===== config.mk =====
export PLATFORM = sky130hd
export DESIGN_NAME = cipso_ipv4_frame_parser_unit
export DESIGN_NICKNAME = d
export VERILOG_FILES = /design/src/rtl/cipso_pkg.sv /design/src/rtl/cipso_parser.sv /design/src/rtl/cipso_fifo.sv /design/src/rtl/cipso_serializer.sv /design/src/rtl/cipso_ipv4_frame_parser_unit.sv
export SDC_FILE = /design/constraint.sdc
export NUM_CORES = 2
export LEC_CHECK = 0
export BUFFER_PORTS_ARGS = -buffer_cell sky130_fd_sc_hd__buf_2
export CORE_UTILIZATION = 54
export CTS_BUF_LIST = sky130_fd_sc_hd__clkbuf_4 sky130_fd_sc_hd__clkbuf_8 sky130_fd_sc_hd__clkbuf_16
export DETAILED_ROUTE_END_ITERATION = 10
export MAX_ROUTING_LAYER = met4
export PLACE_DENSITY = 0.7
export SETUP_SLACK_MARGIN = 0.5
export SYNTH_ARGS = -nofsm -noshare
export SYNTH_HDL_FRONTEND = slang
export SYNTH_SLANG_ARGS = --single-unit

===== constraint.sdc =====
create_clock -name clk_i -period 10.22 [get_ports clk_i]
set_input_delay 2.044 -clock clk_i [delete_from_list [all_inputs] [get_ports clk_i]]
set_output_delay 2.044 -clock clk_i [all_outputs]
set_load 0.005 [all_outputs]

===== src/rtl/cipso_pkg.sv =====
// Shared types and constants for the CIPSO IPv4 frame parser.
// No dependencies; every other file refers to this package by scoped names.
package cipso_pkg;

  localparam int unsigned FRAME_BYTES = 2048;
  localparam int unsigned OFF_W = $clog2(FRAME_BYTES + 1);
  localparam int unsigned FIFO_DEPTH = 4;
  localparam int unsigned PTR_W = $clog2(FIFO_DEPTH);

  localparam logic [2:0] KIND_BITMAP  = 3'd0;
  localparam logic [2:0] KIND_ENUM    = 3'd1;
  localparam logic [2:0] KIND_RANGE   = 3'd2;
  localparam logic [2:0] KIND_SUMMARY = 3'd3;
  localparam logic [2:0] KIND_REJECT  = 3'd4;

  localparam logic [1:0] CFG_OPT_TYPE  = 2'd0;
  localparam logic [1:0] CFG_TAG_LIMIT = 2'd1;
  localparam logic [1:0] CFG_ETH_TYPE  = 2'd2;

  localparam logic [7:0]  PROTO_UDP = 8'd17;
  localparam logic [7:0]  TAG_BITMAP = 8'd1;
  localparam logic [7:0]  TAG_ENUM   = 8'd2;
  localparam logic [7:0]  TAG_RANGE  = 8'd5;
  localparam logic [7:0]  OPT_EOL    = 8'd0;
  localparam logic [7:0]  OPT_NOP    = 8'd1;

  typedef enum logic [3:0] {
    PH_ETH, PH_IP, PH_OPT_TYPE, PH_OPT_LEN, PH_OPT_SKIP, PH_SEC_LEN, PH_DOI,
    PH_TAG_TYPE, PH_TAG_LEN, PH_TAG_ALIGN, PH_TAG_LEVEL, PH_TAG_BODY,
    PH_HDR_SKIP, PH_PAYLOAD, PH_DRAIN
  } phase_e;

  // Records caused by one frame byte: category records first, then an
  // optional summary or reject.
  typedef struct packed {
    logic [7:0]  cat_mask;   // bit i set: one category record in slot i
    logic        is_bitmap;  // categories are cat_first + slot
    logic [2:0]  cat_kind;
    logic [7:0]  tag_kind;
    logic [31:0] cat_domain;
    logic [7:0]  sens_level;
    logic [15:0] cat_first;
    logic [15:0] cat_second;
    logic        has_fin;
    logic [2:0]  fin_kind;
    logic [31:0] fin_domain;
    logic [7:0]  proto_num;
    logic [31:0] source_addr;
    logic [31:0] dest_addr;
    logic [15:0] source_port;
    logic [15:0] dest_port;
  } bundle_t;

endpackage


===== src/rtl/cipso_parser.sv =====
// Byte parser: frame state, configuration registers and per-byte record bundle.
// Depends on cipso_pkg.
module cipso_parser (
  input  logic                  clk_i,
  input  logic                  rst_ni,
  input  logic                  take_i,
  input  logic [7:0]            byte_i,
  input  logic                  end_i,
  input  logic                  cfg_we_i,
  input  logic [1:0]            cfg_index_i,
  input  logic [15:0]           cfg_data_i,
  output logic                  push_o,
  output cipso_pkg::bundle_t    bundle_o
);

  logic [7:0]  opt_code_q;
  logic [3:0]  tag_limit_q;
  logic [15:0] eth_type_q;

  logic [cipso_pkg::OFF_W-1:0] off_q, off_d;
  cipso_pkg::phase_e phase_q, phase_d;
  logic [3:0]  hw_q, hw_d;
  logic [5:0]  cur_q, cur_d;
  logic [7:0]  optl_q, optl_d;
  logic [7:0]  ttype_q, ttype_d;
  logic [7:0]  tagl_q, tagl_d;
  logic [3:0]  tcnt_q, tcnt_d;
  logic [31:0] dom_q, dom_d;
  logic [7:0]  lvl_q, lvl_d;
  logic [15:0] wsh_q, wsh_d;
  logic [15:0] rtop_q, rtop_d;
  logic [7:0]  bidx_q, bidx_d;
  logic [31:0] src_q, src_d, dst_q, dst_d;
  logic [15:0] sp_q, sp_d, dp_q, dp_d;
  logic [7:0]  proto_q, proto_d;
  logic        found_q, found_d, ports_q, ports_d;

  always_ff @(posedge clk_i or negedge rst_ni) begin
    if (!rst_ni) begin
      opt_code_q  <= 8'd134;
      tag_limit_q <= 4'd10;
      eth_type_q  <= 16'h0800;
    end else if (cfg_we_i) begin
      unique case (cfg_index_i)
        cipso_pkg::CFG_OPT_TYPE:  opt_code_q  <= cfg_data_i[7:0];
        cipso_pkg::CFG_TAG_LIMIT: tag_limit_q <= cfg_data_i[3:0];
        cipso_pkg::CFG_ETH_TYPE:  eth_type_q  <= cfg_data_i;
        default: ;
      endcase
    end
  end

  always_comb begin
    logic [5:0] area;
    logic [5:0] hbytes;
    logic [cipso_pkg::OFF_W-1:0] p;
    logic       oend;
    logic       lastb;
    logic [6:0] cur1;
    logic [5:0] rem;
    logic [7:0] len;
    logic [15:0] w;
    logic       ok;
    cipso_pkg::bundle_t bd;

    off_d = off_q; phase_d = phase_q; hw_d = hw_q; cur_d = cur_q; optl_d = optl_q;
    ttype_d = ttype_q; tagl_d = tagl_q; tcnt_d = tcnt_q; dom_d = dom_q;
    lvl_d = lvl_q; wsh_d = wsh_q; rtop_d = rtop_q; bidx_d = bidx_q;
    src_d = src_q; dst_d = dst_q; sp_d = sp_q; dp_d = dp_q; proto_d = proto_q;
    found_d = found_q; ports_d = ports_q;
    bd = '0;
    oend = 1'b0;
    lastb = 1'b0;
    w = '0;
    ok = 1'b0;
    cur1 = '0;
    rem = '0;
    len = '0;
    p = '0;
    area = (hw_q > 4'd5) ? {hw_q - 4'd5, 2'b00} : 6'd0;
    hbytes = (hw_q > 4'd5) ? {hw_q, 2'b00} : 6'd20;

    if (off_q < cipso_pkg::OFF_W'(cipso_pkg::FRAME_BYTES)) begin
      if (phase_q == cipso_pkg::PH_ETH) begin
        if (off_q == cipso_pkg::OFF_W'(12)) wsh_d = {8'd0, byte_i};
        if (off_q == cipso_pkg::OFF_W'(13)) begin
          wsh_d = {wsh_q[7:0], byte_i};
          phase_d = (wsh_d == eth_type_q) ? cipso_pkg::PH_IP : cipso_pkg::PH_DRAIN;
        end
      end else if (phase_q == cipso_pkg::PH_IP) begin
        p = off_q - cipso_pkg::OFF_W'(14);
        if (p == cipso_pkg::OFF_W'(0)) hw_d = byte_i[3:0];
        else if (p == cipso_pkg::OFF_W'(9)) proto_d = byte_i;
        else if (p >= cipso_pkg::OFF_W'(12) && p <= cipso_pkg::OFF_W'(15))
          src_d = {src_q[23:0], byte_i};
        else if (p >= cipso_pkg::OFF_W'(16) && p <= cipso_pkg::OFF_W'(19))
          dst_d = {dst_q[23:0], byte_i};
        if (p == cipso_pkg::OFF_W'(19)) begin
          cur_d = '0;
          phase_d = (area != 6'd0) ? cipso_pkg::PH_OPT_TYPE : cipso_pkg::PH_PAYLOAD;
        end
      end else if (phase_q >= cipso_pkg::PH_OPT_TYPE && phase_q <= cipso_pkg::PH_HDR_SKIP) begin
        // Bytes inside the security option also count down its length.
        if (phase_q >= cipso_pkg::PH_DOI && phase_q <= cipso_pkg::PH_TAG_BODY) begin
          optl_d = optl_q - 8'd1;
          oend = (optl_d == 8'd0);
        end
        unique case (phase_q)
          cipso_pkg::PH_OPT_TYPE: begin
            if (byte_i == opt_code_q) begin
              found_d = 1'b1;
              phase_d = cipso_pkg::PH_SEC_LEN;
            end else if (byte_i == cipso_pkg::OPT_EOL) begin
              phase_d = cipso_pkg::PH_HDR_SKIP;
            end else if (byte_i != cipso_pkg::OPT_NOP) begin
              phase_d = cipso_pkg::PH_OPT_LEN;
            end
          end
          cipso_pkg::PH_OPT_LEN: begin
            if (byte_i < 8'd2) begin
              phase_d = cipso_pkg::PH_DRAIN;
            end else begin
              optl_d = byte_i - 8'd2;
              phase_d = (optl_d != 8'd0) ? cipso_pkg::PH_OPT_SKIP : cipso_pkg::PH_OPT_TYPE;
            end
          end
          cipso_pkg::PH_OPT_SKIP: begin
            optl_d = optl_q - 8'd1;
            if (optl_d == 8'd0) phase_d = cipso_pkg::PH_OPT_TYPE;
          end
          cipso_pkg::PH_SEC_LEN: begin
            if (byte_i < 8'd2) begin
              phase_d = cipso_pkg::PH_DRAIN;
            end else begin
              len = byte_i - 8'd2;
              cur1 = {1'b0, cur_q} + 7'd1;
              rem = (cur1 < {1'b0, area}) ? (area - cur_q - 6'd1) : 6'd0;
              optl_d = (len < {2'b00, rem}) ? len : {2'b00, rem};
              dom_d = '0;
              bidx_d = '0;
              phase_d = (optl_d != 8'd0) ? cipso_pkg::PH_DOI : cipso_pkg::PH_HDR_SKIP;
            end
          end
          cipso_pkg::PH_DOI: begin
            dom_d = {dom_q[23:0], byte_i};
            bidx_d = bidx_q + 8'd1;
            if (bidx_d >= 8'd4) phase_d = cipso_pkg::PH_TAG_TYPE;
          end
          cipso_pkg::PH_TAG_TYPE: begin
            if (tcnt_q >= tag_limit_q || (byte_i != cipso_pkg::TAG_BITMAP &&
                byte_i != cipso_pkg::TAG_ENUM && byte_i != cipso_pkg::TAG_RANGE)) begin
              phase_d = cipso_pkg::PH_HDR_SKIP;
            end else begin
              tcnt_d = tcnt_q + 4'd1;
              ttype_d = byte_i;
              phase_d = cipso_pkg::PH_TAG_LEN;
            end
          end
          cipso_pkg::PH_TAG_LEN: begin
            if (byte_i < 8'd4) begin
              phase_d = cipso_pkg::PH_HDR_SKIP;
            end else begin
              tagl_d = byte_i - 8'd2;
              phase_d = cipso_pkg::PH_TAG_ALIGN;
            end
          end
          cipso_pkg::PH_TAG_ALIGN: begin
            tagl_d = tagl_q - 8'd1;
            phase_d = cipso_pkg::PH_TAG_LEVEL;
          end
          cipso_pkg::PH_TAG_LEVEL: begin
            lvl_d = byte_i;
            tagl_d = tagl_q - 8'd1;
            bidx_d = '0;
            phase_d = (tagl_d != 8'd0) ? cipso_pkg::PH_TAG_BODY : cipso_pkg::PH_TAG_TYPE;
          end
          cipso_pkg::PH_TAG_BODY: begin
            tagl_d = tagl_q - 8'd1;
            lastb = (tagl_d == 8'd0) || oend;
            bd.tag_kind = ttype_q;
            bd.cat_domain = dom_q;
            bd.sens_level = lvl_q;
            if (ttype_q == cipso_pkg::TAG_BITMAP) begin
              // Slot i carries the bit read i places from the top.
              for (int i = 0; i < 8; i++) bd.cat_mask[i] = byte_i[7-i];
              bd.is_bitmap = 1'b1;
              bd.cat_kind = cipso_pkg::KIND_BITMAP;
              bd.cat_first = {5'd0, bidx_q, 3'd0};
            end else if (ttype_q == cipso_pkg::TAG_ENUM) begin
              if (bidx_q[0]) begin
                w = {wsh_q[7:0], byte_i};
                bd.cat_mask = 8'd1;
                bd.cat_kind = cipso_pkg::KIND_ENUM;
                bd.cat_first = w;
                bd.cat_second = w;
              end else begin
                wsh_d = {8'd0, byte_i};
              end
            end else begin
              bd.cat_kind = cipso_pkg::KIND_RANGE;
              unique case (bidx_q[1:0])
                2'd0: wsh_d = {8'd0, byte_i};
                2'd1: begin
                  rtop_d = {wsh_q[7:0], byte_i};
                  if (lastb) begin
                    bd.cat_mask = 8'd1;
                    bd.cat_first = rtop_d;
                  end
                end
                2'd2: begin
                  wsh_d = {8'd0, byte_i};
                  if (lastb) begin
                    bd.cat_mask = 8'd1;
                    bd.cat_first = rtop_q;
                  end
                end
                default: begin
                  bd.cat_mask = 8'd1;
                  bd.cat_first = rtop_q;
                  bd.cat_second = {wsh_q[7:0], byte_i};
                end
              endcase
            end
            bidx_d = bidx_q + 8'd1;
            if (tagl_d == 8'd0) phase_d = cipso_pkg::PH_TAG_TYPE;
          end
          default: ;
        endcase
        if (oend && phase_d != cipso_pkg::PH_DRAIN) phase_d = cipso_pkg::PH_HDR_SKIP;
        cur_d = cur_q + 6'd1;
        if (cur_d >= area && phase_d != cipso_pkg::PH_DRAIN) phase_d = cipso_pkg::PH_PAYLOAD;
      end else if (phase_q == cipso_pkg::PH_PAYLOAD && proto_q == cipso_pkg::PROTO_UDP) begin
        p = off_q - cipso_pkg::OFF_W'(14) - cipso_pkg::OFF_W'(hbytes);
        if (p < cipso_pkg::OFF_W'(2)) sp_d = {sp_q[7:0], byte_i};
        else if (p < cipso_pkg::OFF_W'(4)) dp_d = {dp_q[7:0], byte_i};
        if (p == cipso_pkg::OFF_W'(3)) ports_d = 1'b1;
      end
      off_d = off_q + cipso_pkg::OFF_W'(1);
    end

    if (end_i) begin
      ok = (phase_d == cipso_pkg::PH_PAYLOAD) && found_d &&
           (proto_d != cipso_pkg::PROTO_UDP || ports_d);
      bd.has_fin = 1'b1;
      if (ok) begin
        bd.fin_kind = cipso_pkg::KIND_SUMMARY;
        bd.fin_domain = dom_d;
        bd.proto_num = proto_d;
        bd.source_addr = src_d;
        bd.dest_addr = dst_d;
        if (proto_d == cipso_pkg::PROTO_UDP) begin
          bd.source_port = sp_d;
          bd.dest_port = dp_d;
        end
      end else begin
        bd.fin_kind = cipso_pkg::KIND_REJECT;
      end
      off_d = '0; phase_d = cipso_pkg::PH_ETH; hw_d = '0; cur_d = '0; optl_d = '0;
      ttype_d = '0; tagl_d = '0; tcnt_d = '0; dom_d = '0; lvl_d = '0; wsh_d = '0;
      rtop_d = '0; bidx_d = '0; src_d = '0; dst_d = '0; sp_d = '0; dp_d = '0;
      proto_d = '0; found_d = 1'b0; ports_d = 1'b0;
    end
    bundle_o = bd;
    push_o = take_i && ((bd.cat_mask != 8'd0) || bd.has_fin);
  end

  always_ff @(posedge clk_i or negedge rst_ni) begin
    if (!rst_ni) begin
      off_q <= '0; phase_q <= cipso_pkg::PH_ETH; hw_q <= '0; cur_q <= '0; optl_q <= '0;
      ttype_q <= '0; tagl_q <= '0; tcnt_q <= '0; dom_q <= '0; lvl_q <= '0;
      wsh_q <= '0; rtop_q <= '0; bidx_q <= '0; src_q <= '0; dst_q <= '0;
      sp_q <= '0; dp_q <= '0; proto_q <= '0; found_q <= 1'b0; ports_q <= 1'b0;
    end else if (take_i) begin
      off_q <= off_d; phase_q <= phase_d; hw_q <= hw_d; cur_q <= cur_d; optl_q <= optl_d;
      ttype_q <= ttype_d; tagl_q <= tagl_d; tcnt_q <= tcnt_d; dom_q <= dom_d;
      lvl_q <= lvl_d; wsh_q <= wsh_d; rtop_q <= rtop_d; bidx_q <= bidx_d;
      src_q <= src_d; dst_q <= dst_d; sp_q <= sp_d; dp_q <= dp_d; proto_q <= proto_d;
      found_q <= found_d; ports_q <= ports_d;
    end
  end

endmodule


===== src/rtl/cipso_fifo.sv =====
// Small queue of per-byte record bundles between parser and serializer.
// Depends on cipso_pkg.
module cipso_fifo (
  input  logic               clk_i,
  input  logic               rst_ni,
  input  logic               push_i,
  input  cipso_pkg::bundle_t data_i,
  input  logic               pop_i,
  output logic               full_o,
  output logic               empty_o,
  output cipso_pkg::bundle_t head_o
);

  cipso_pkg::bundle_t mem_q [cipso_pkg::FIFO_DEPTH];
  logic [cipso_pkg::PTR_W-1:0] wr_q, rd_q;
  logic [cipso_pkg::PTR_W:0]   cnt_q;

  assign full_o  = (cnt_q == (cipso_pkg::PTR_W+1)'(cipso_pkg::FIFO_DEPTH));
  assign empty_o = (cnt_q == '0);
  assign head_o  = mem_q[rd_q];

  always_ff @(posedge clk_i) begin
    if (push_i) mem_q[wr_q] <= data_i;
  end

  always_ff @(posedge clk_i or negedge rst_ni) begin
    if (!rst_ni) begin
      wr_q <= '0;
      rd_q <= '0;
      cnt_q <= '0;
    end else begin
      if (push_i) wr_q <= wr_q + cipso_pkg::PTR_W'(1);
      if (pop_i) rd_q <= rd_q + cipso_pkg::PTR_W'(1);
      unique case ({push_i, pop_i})
        2'b10: cnt_q <= cnt_q + (cipso_pkg::PTR_W+1)'(1);
        2'b01: cnt_q <= cnt_q - (cipso_pkg::PTR_W+1)'(1);
        default: ;
      endcase
    end
  end

endmodule


===== src/rtl/cipso_serializer.sv =====
// Walks the head bundle and presents one record per transfer.
// Depends on cipso_pkg.
module cipso_serializer (
  input  logic               clk_i,
  input  logic               rst_ni,
  input  logic               empty_i,
  input  cipso_pkg::bundle_t head_i,
  output logic               pop_o,
  output logic               m_axis_tvalid,
  input  logic               m_axis_tready,
  output logic [183:0]       m_axis_tdata,
  output logic [2:0]         m_axis_tuser,
  output logic               m_axis_tlast
);

  logic [7:0] done_q, done_d;
  logic [7:0] left;
  logic [7:0] rest;
  logic [2:0] slot;
  logic       is_cat;
  logic       last;
  logic [15:0] c1, c2;

  always_comb begin
    left = head_i.cat_mask & ~done_q;
    slot = '0;
    for (int i = 7; i >= 0; i--) if (left[i]) slot = 3'(i);
    rest = left & ~(8'd1 << slot);
    is_cat = (left != 8'd0);
    last = is_cat ? ((rest == 8'd0) && !head_i.has_fin) : 1'b1;
    c1 = head_i.is_bitmap ? (head_i.cat_first + {13'd0, slot}) : head_i.cat_first;
    c2 = head_i.is_bitmap ? c1 : head_i.cat_second;
    m_axis_tvalid = !empty_i;
    m_axis_tlast = last;
    if (is_cat) begin
      m_axis_tuser = head_i.cat_kind;
      m_axis_tdata = {16'd0, 16'd0, 32'd0, 32'd0, 8'd0, c2, c1,
                      head_i.sens_level, head_i.cat_domain, head_i.tag_kind};
    end else begin
      m_axis_tuser = head_i.fin_kind;
      m_axis_tdata = {head_i.dest_port, head_i.source_port, head_i.dest_addr,
                      head_i.source_addr, head_i.proto_num, 16'd0, 16'd0, 8'd0,
                      head_i.fin_domain, 8'd0};
    end
    pop_o = m_axis_tvalid && m_axis_tready && last;
    done_d = done_q;
    if (m_axis_tvalid && m_axis_tready) done_d = last ? 8'd0 : (done_q | (8'd1 << slot));
  end

  always_ff @(posedge clk_i or negedge rst_ni) begin
    if (!rst_ni) done_q <= '0;
    else done_q <= done_d;
  end

endmodule


===== src/rtl/cipso_ipv4_frame_parser_unit.sv =====
// CIPSO IPv4 frame parser top level: parser, bundle queue and record serializer.
// Depends on cipso_pkg, cipso_parser, cipso_fifo and cipso_serializer.
// Throughput: one frame byte per cycle while the bundle queue has room.
// A byte's records are written into the bundle queue and presented from its head.
// Records leave at one per cycle while m_axis_tready is high; a byte that causes
// up to nine records queues them in a four-entry bundle queue, which stalls input
// only when full. Reset clears all frame state and loads the register defaults.
module cipso_ipv4_frame_parser_unit (
  input  logic         clk_i,
  input  logic         rst_ni,
  input  logic         s_axis_tvalid,
  output logic         s_axis_tready,
  input  logic [7:0]   s_axis_tdata,   // frame_byte
  input  logic         s_axis_tlast,   // frame_end
  output logic         m_axis_tvalid,
  input  logic         m_axis_tready,
  // tag_kind, domain_id, sens_level, cat_first, cat_second, proto_num,
  // source_addr, dest_addr, source_port, dest_port
  output logic [183:0] m_axis_tdata,
  output logic [2:0]   m_axis_tuser,   // record_kind
  output logic         m_axis_tlast,   // run_last
  input  logic         cfg_valid_i,
  output logic         cfg_ready_o,
  input  logic [1:0]   cfg_index_i,
  input  logic [15:0]  cfg_data_i
);

  logic take, push, pop, full, empty;
  cipso_pkg::bundle_t bundle, head;

  assign s_axis_tready = !full;
  assign take = s_axis_tvalid && s_axis_tready;
  assign cfg_ready_o = 1'b1;

  cipso_parser u_parser (
    .clk_i, .rst_ni,
    .take_i(take), .byte_i(s_axis_tdata), .end_i(s_axis_tlast),
    .cfg_we_i(cfg_valid_i), .cfg_index_i, .cfg_data_i,
    .push_o(push), .bundle_o(bundle)
  );

  cipso_fifo u_fifo (
    .clk_i, .rst_ni,
    .push_i(push), .data_i(bundle), .pop_i(pop),
    .full_o(full), .empty_o(empty), .head_o(head)
  );

  cipso_serializer u_ser (
    .clk_i, .rst_ni,
    .empty_i(empty), .head_i(head), .pop_o(pop),
    .m_axis_tvalid, .m_axis_tready, .m_axis_tdata, .m_axis_tuser, .m_axis_tlast
  );

endmodule

* Word-level counts from Yosys, hierarchy flattened *
Memories as Yosys holds them, arrays and structs flattened.
Index checks and enable logic that the tools add are counted.

word-level totals
  register bits = 275
  RAM bits = 928
  input bits = 32
  output and inout bits = 191
  logic and storage cells = 410
  memories kept = 1

operators by class
  add/sub/neg operators = 18
  $lt $le $gt $ge = 19
  eq/ne operators = 49
  shifts and indexed selects = 1
  muxes and demuxes = 219
  bitwise logic cells = 5
  reduce and logical (&&, ||, !) cells = 71

memory list
  name          words  bits a word  read ports  clocked after Yosys merged registers in  write ports  RTL line          text
  u_fifo.mem_q  4      232          1           0                                        1            cipso_fifo.sv:14  cipso_pkg::bundle_t mem_q [cipso_pkg::FIFO_DEPTH];

operators with widths
  operator                                                                 count
  32-bit 2-to-1 mux                                                        24
  16-bit 2-to-1 mux                                                        31
  92-bit 2-to-1 mux                                                        5
  8-bit 2-to-1 mux                                                         55
  184-bit 2-to-1 mux                                                       1
  4-bit 2-to-1 mux                                                         41
  140-bit 2-to-1 mux                                                       1
  136-bit 2-to-1 mux                                                       1
  32-bit case mux with 2 select lines                                      1
  6-bit 2-to-1 mux                                                         9
  16-bit case mux with 3 select lines                                      1
  8-bit case mux with 3 select lines                                       2
  3-bit 2-to-1 mux                                                         14
  4-bit case mux with 10 select lines                                      1
  8-bit nonzero test                                                       5
  12-bit by 4-bit equality test with 1-bit output (second input constant)  3
  8-bit logical NOT                                                        4
  8-bit case mux with 2 select lines                                       2
  1-bit 2-to-1 mux                                                         26
  4-bit equality test (second input constant)                              6
  12-bit 2-to-1 mux                                                        2
  7-bit AND reduction                                                      3
  9-bit AND reduction                                                      2
  2-bit nonzero test                                                       9
  other kinds (76)                                                         133

* Depth between registers and ports, before layout *
  word-level depth = 38
  gate-level depth with buffers = 23

* Cells and area by module *
Synthesis repeated with hierarchy kept, for this count alone.

second synthesis, totals
  cell total of the unflattened synthesis = 3,836
  area total of the unflattened synthesis = 54,009.3 um^2

by module, submodules not included
  module                        instances  cells each  area each (um^2)
  cipso_fifo                    1          1,249       33,857.5
  cipso_parser                  1          2,094       17,246.5
  cipso_serializer              1          489         2,884.0
  cipso_ipv4_frame_parser_unit  1          4           21.3

* Least setup slack after synthesis *
OpenSTA, ideal clock, no wires.

  path kind = input to register
  from = input port s_axis_tdata[7]
  to = memory u_fifo.mem_q[0][0] (netlist name) (enable)
  data arrival time = 8,607 ps
  path slack = 993 ps
  stages on the path = 7
  buffers on the path = 2
  path through = clkbuf_1 > clkbuf_1 > o21ai_0 > a31oi_1 > a211oi_1 > nor2_1 > and2_1

RTL lines
  what             RTL line                            text
  start, declared  cipso_ipv4_frame_parser_unit.sv:13  input logic [7:0] s_axis_tdata,
  end, declared    cipso_fifo.sv:14

* Worst setup path in the final report *
  from = register u_fifo.rd_q[1] (netlist name)
  to = output port m_axis_tdata[79]

on the way
  word-level cells in the longest chain between the ends = 14
  elaborated cells on any way between the ends = 15
  those cells by class = add/sub (1); mux (11); bitwise (1); reduce/logical (1); memory (1)

ends and longest elaborated chain
  what                                      RTL line                            text
  start, declared                           cipso_fifo.sv:15                    logic [cipso_pkg::PTR_W-1:0] wr_q, rd_q;
  start signal, assigned                    cipso_fifo.sv:33                    if (pop_i) rd_q <= rd_q + cipso_pkg::PTR_W'(1);
  memory 4 x 232 bit *                      n/a
  8-bit AND                                 cipso_serializer.sv:25              left = head_i.cat_mask & ~done_q;
  3-bit 2-to-1 mux (8 in series)            cipso_serializer.sv:27              for (int i = 7; i >= 0; i--) if (left[i]) slot = 3'(i);
  16-bit by 3-bit adder with 16-bit output  cipso_serializer.sv:31              c1 = head_i.is_bitmap ? (head_i.cat_first + {13'd0, slot}) : head_i.cat_first;
  16-bit 2-to-1 mux                         cipso_serializer.sv:31
  16-bit 2-to-1 mux                         cipso_serializer.sv:32              c2 = head_i.is_bitmap ? c1 : head_i.cat_second;
  184-bit 2-to-1 mux *                      cipso_serializer.sv:35              if (is_cat) begin
  end, declared                             cipso_ipv4_frame_parser_unit.sv:19  output logic [183:0] m_axis_tdata,

Every way passes the cells marked *; elsewhere a longest branch is shown, timed or not.

==> out/results.tsv <==
stage	metric	value	unit
run_status	status	finished clean	
floorplan	Die H	318	um
layout	commonest non-fill, non-tap cell in the layout	edfxtp_1	
timing	final hold violations	0	
layout	# nets final	3938	
synthesis	post-synth cell types	85	
worst_setup_path	r2r setup slk	3570	ps
layout	Area Growth Syn to Fin	11.3	%
floorplan	die area	0.101	mm^2
drt	routed length on met3	8270	um
timing	actual slew at the worst max-slew pin	1240	ps
layout	layout cells sized above 1	0.214	
flow_run	maximum capacitance violations	0	
layout	Final Util	0.608	
layout	filler instances	7325	
clock_network	CTS root buf	clkbuf_16	
synthesis	syn_nets	3807	
global_routing	GRT Total Usage	0.270	
timing	RSZ-0062 raised after global routing	no	
floorplan	num rows	115	
place	dpl hpwl	77700	um
layout	most frequent cells in the layout	edfxtp_1, nand2_1, dfrtp_1, mux4_2, buf_2	
drt	routed wire length	132000	um
drt	WL/cell	25.2	um
place	I/O Buffers	221	
timing	Final min period	7320	ps
floorplan	Ports	223	
min_path	Min-Delay Path Class	reg -> reg	
drt	# DRC	0	
global_routing	vias in the first global route	33048	
global_routing	GRT Residual Overflow	0	
layout	Final Non-Filler Cells	5244	
clock_network	CTS sink count	1195	
min_path	Worst Hold Path EP	u_fifo.cnt_q[2]	
drt	vias per cell	6.30	
clock_network	CTS clock-pin slew for the worst setup and hold paths	60	ps
clock_network	CTS tree	yes	
clock_network	post-cts repair resize count	0	
place	GP Congestion	0.942	
timing	Fin Setup TNS	0	ps
drt	top sig layer	met4	
clock_network	H-tree depth	3	
synthesis	EDFF count, synth	920	
drt	1st-iter DRT viols	3405	
worst_setup_path	Worst EP required	8180	ps
global_routing	antenna violations before repair	5	
worst_setup_path	crit path kind	reg -> out	
worst_setup_path	crit start category	register	
drt	via count	33012	
worst_setup_path	RR Endpoint	u_fifo.mem_q[3][4]	
worst_setup_path	Largest stage delay, worst path	710	ps
worst_setup_path	Reg-to-Reg Start	u_parser.hw_q[0]	
synthesis	synthesized flop and latch total	1195	
global_routing	first-pass GRT wire length	203000	um
synthesis	syn avg cell area	14.5	um^2
clock_network	clock buffer depth	3	
floorplan	Die X	318	um
clock_network	setup bufs post-CTS	0	
global_routing	largest net degree at the start of global routing	172	
synthesis	Primary FF master, synth	edfxtp_1	
timing	Worst Skew	29.8	ps
drt	ANT nets after route	0	
synthesis	share of the yosys chip area belonging to registers	0.641	
synthesis	Mapped Cells	3723	
clock_network	hold buffer count at CTS	0	
power_and_ir_drop	Leak	21.7	nW
drt	met1 wire length	56200	um
clock_network	clk_lat worst skew	710	ps
drt	DR WL met2	64000	um
place	DP Cell Count	5024	
floorplan	Core Region	0.0986	mm^2
min_path	hold path depth	1	
timing	Slew headroom	0.175	
worst_setup_path	Worst EP arrival	5280	ps
timing	Final Setup Violations	0	
min_path	hold_sp	u_fifo.cnt_q[2]	
synthesis	FFs w/ async S/R, synth	0.230	
timing	Slew Limit Fails	0	
clock_network	total CTS buffers	115	
worst_setup_path	Crit. End Element	output port	
timing	Max Freq	137	MHz
power_and_ir_drop	cell area power density	254	mW/mm^2
worst_setup_path	CP Cell Sequence	buf_12 > mux4_2 > nand2b_1 > o211ai_1 > nand2_1 > inv_1 > ha_1 > a21o_1 > a21oi_1 > or4b_2 > nor3_1 > and3_1 > nand3_1 > xnor2_1 > nand2_1 > a21oi_1 > buf_2	
drt	drt first pass iters	6	
power_and_ir_drop	Worst VDD drop	0.534	mV
timing	period utilization	0.716	
synthesis	mapped cell area	0.0539	mm^2
worst_setup_path	CP max stage cell	dfrtp_4	
worst_setup_path	r2r worst-path depth	19	
synthesis	Ys Warns	0	
floorplan	Initial Util	0.546	
worst_setup_path	worst-path fanout max	128	
[where the power goes]
group	switching [mW]	internal [mW]	total (mW)
logic	2.90	1.99	4.89
registers	0.327	5.72	6.04
clock network	1.83	2.45	4.28
total	5.06	10.2	15.2
[cell families (layout without fill, tap and decap cells)]
family | Yosys count | in the layout | synth area share
AO/OA/AOI/OAI | 646 | 646 | 0.0777
XOR/XNOR | 73 | 73 | 0.0121
adder cells (fa/ha/maj) | 53 | 53 | 0.0128
buffers and inverters | 318 | 551 | 0.0236
flip-flops | 1195 | 1195 | 0.641
multiplexers | 413 | 413 | 0.132
AND/OR/NAND/NOR | 1024 | 1024 | 0.101
other | 1 | 2 | 0.0000696
[sequential cells by signal, indices dropped and copies added, names as in the netlist, 16 cells and up]
name                 flops
u_fifo.mem_q           920
u_parser.eth_type_q     16
u_parser.rtop_q         16
u_parser.src_q          32
u_parser.dst_q          32
u_parser.dom_q          32
u_parser.dp_q           16
u_parser.sp_q           16
[routing by layer]
layer,track usage,vias up
met5,-,-
met4,0.0798,0
met3,0.0316,217
met2,0.424,1233
met1,0.373,16927
li1,-,14635
[how the worst max path moves through the flow]
stage | slack (ps) | from | depth (start not counted) | to
after CTS | 2570 | u_fifo.rd_q[1] | 17 | m_axis_tdata[79]
after global routing | 2320 | u_fifo.rd_q[1] | 17 | m_axis_tdata[79]
after floorplan | 990 | s_axis_tdata[7] | 7 | u_fifo.mem_q[0][0]
after detailed placement | 2680 | s_axis_tdata[1] | 17 | u_fifo.mem_q[1][4]
final | 2900 | u_fifo.rd_q[1] | 17 | m_axis_tdata[79]
after global placement | 2870 | s_axis_tdata[1] | 17 | u_fifo.mem_q[0][3]
[cell usage after synthesis (6+ instances only)]
cell      number  area, um^2
or3_1         19         119
xnor2_1       46         403
xor2_1        26         228
ha_1          48         601
buf_2         32         160
and4_1         8        70.1
a22oi_1      184        1380
dfrtp_1      269        6730
and3_1        18         113
or2_2          8        50.1
a31oi_1       12        75.1
mux4_2       230        5180
o21ai_0      219        1100
inv_1         58         218
o22ai_1        9        56.3
mux2i_1      102        1020
nor3_1       144         721
o31ai_1       15         113
a221oi_1       7        61.3
nor4_2        25         313
nand3b_1       8        60.1
nor2_1       142         533
nor2b_1      122         763
and2_1       107         669
nand3_1       33         165
a21o_1         7        52.6
a21oi_1       82         410
clkbuf_1     188         706
edfxtp_1     920       27600
nand4_1       15        93.8
mux2_2        80         901
nor4_1        28         175
dfstp_2        6         158
nand2b_1      32         200
a211oi_1      16         120
nor4b_1        7        61.3
a22o_1        36         315
nand2_1      281        1050
buf_1         33         124
o211ai_1      12        90.1
[metrics by stage]
stage	cell area (um^2)	worst slack, ps	hold WS (ps)	power [mW]
floorplan	53900	993	454	9.46
global placement	56100	2870	480	11.0
detailed placement	56100	2680	482	11.0
CTS	60000	2570	494	15.3
global route	60000	2320	516	15.9
finish	60000	2900	490	15.2
[critical path: cells and delay by family (launching register included)]
kind | cells | cell delay, ps
AO/OA/AOI/OAI | 4 | 480
multiplexers | 1 | 430
flip-flops | 1 | 710
XOR/XNOR | 1 | 190
buffers and inverters | 3 | 690
AND/OR/NAND/NOR | 7 | 1780
adder cells (fa/ha/maj) | 1 | 290
[area by class of cell]
class	count	area [um^2]	share of cell area
Inverter	58	218	0.00363
Clock buffer	150	3270	0.0545
Antenna cell	1	2.50	0.0000417
Sequential cell	1195	34500	0.576
Clock inverter	69	579	0.00966
Multi-Input combinational cell	2210	18100	0.302
Tap cell	1287	1610	0.0269
Timing Repair Buffer	274	1630	0.0272
Power figures use the tool's default switching activity.
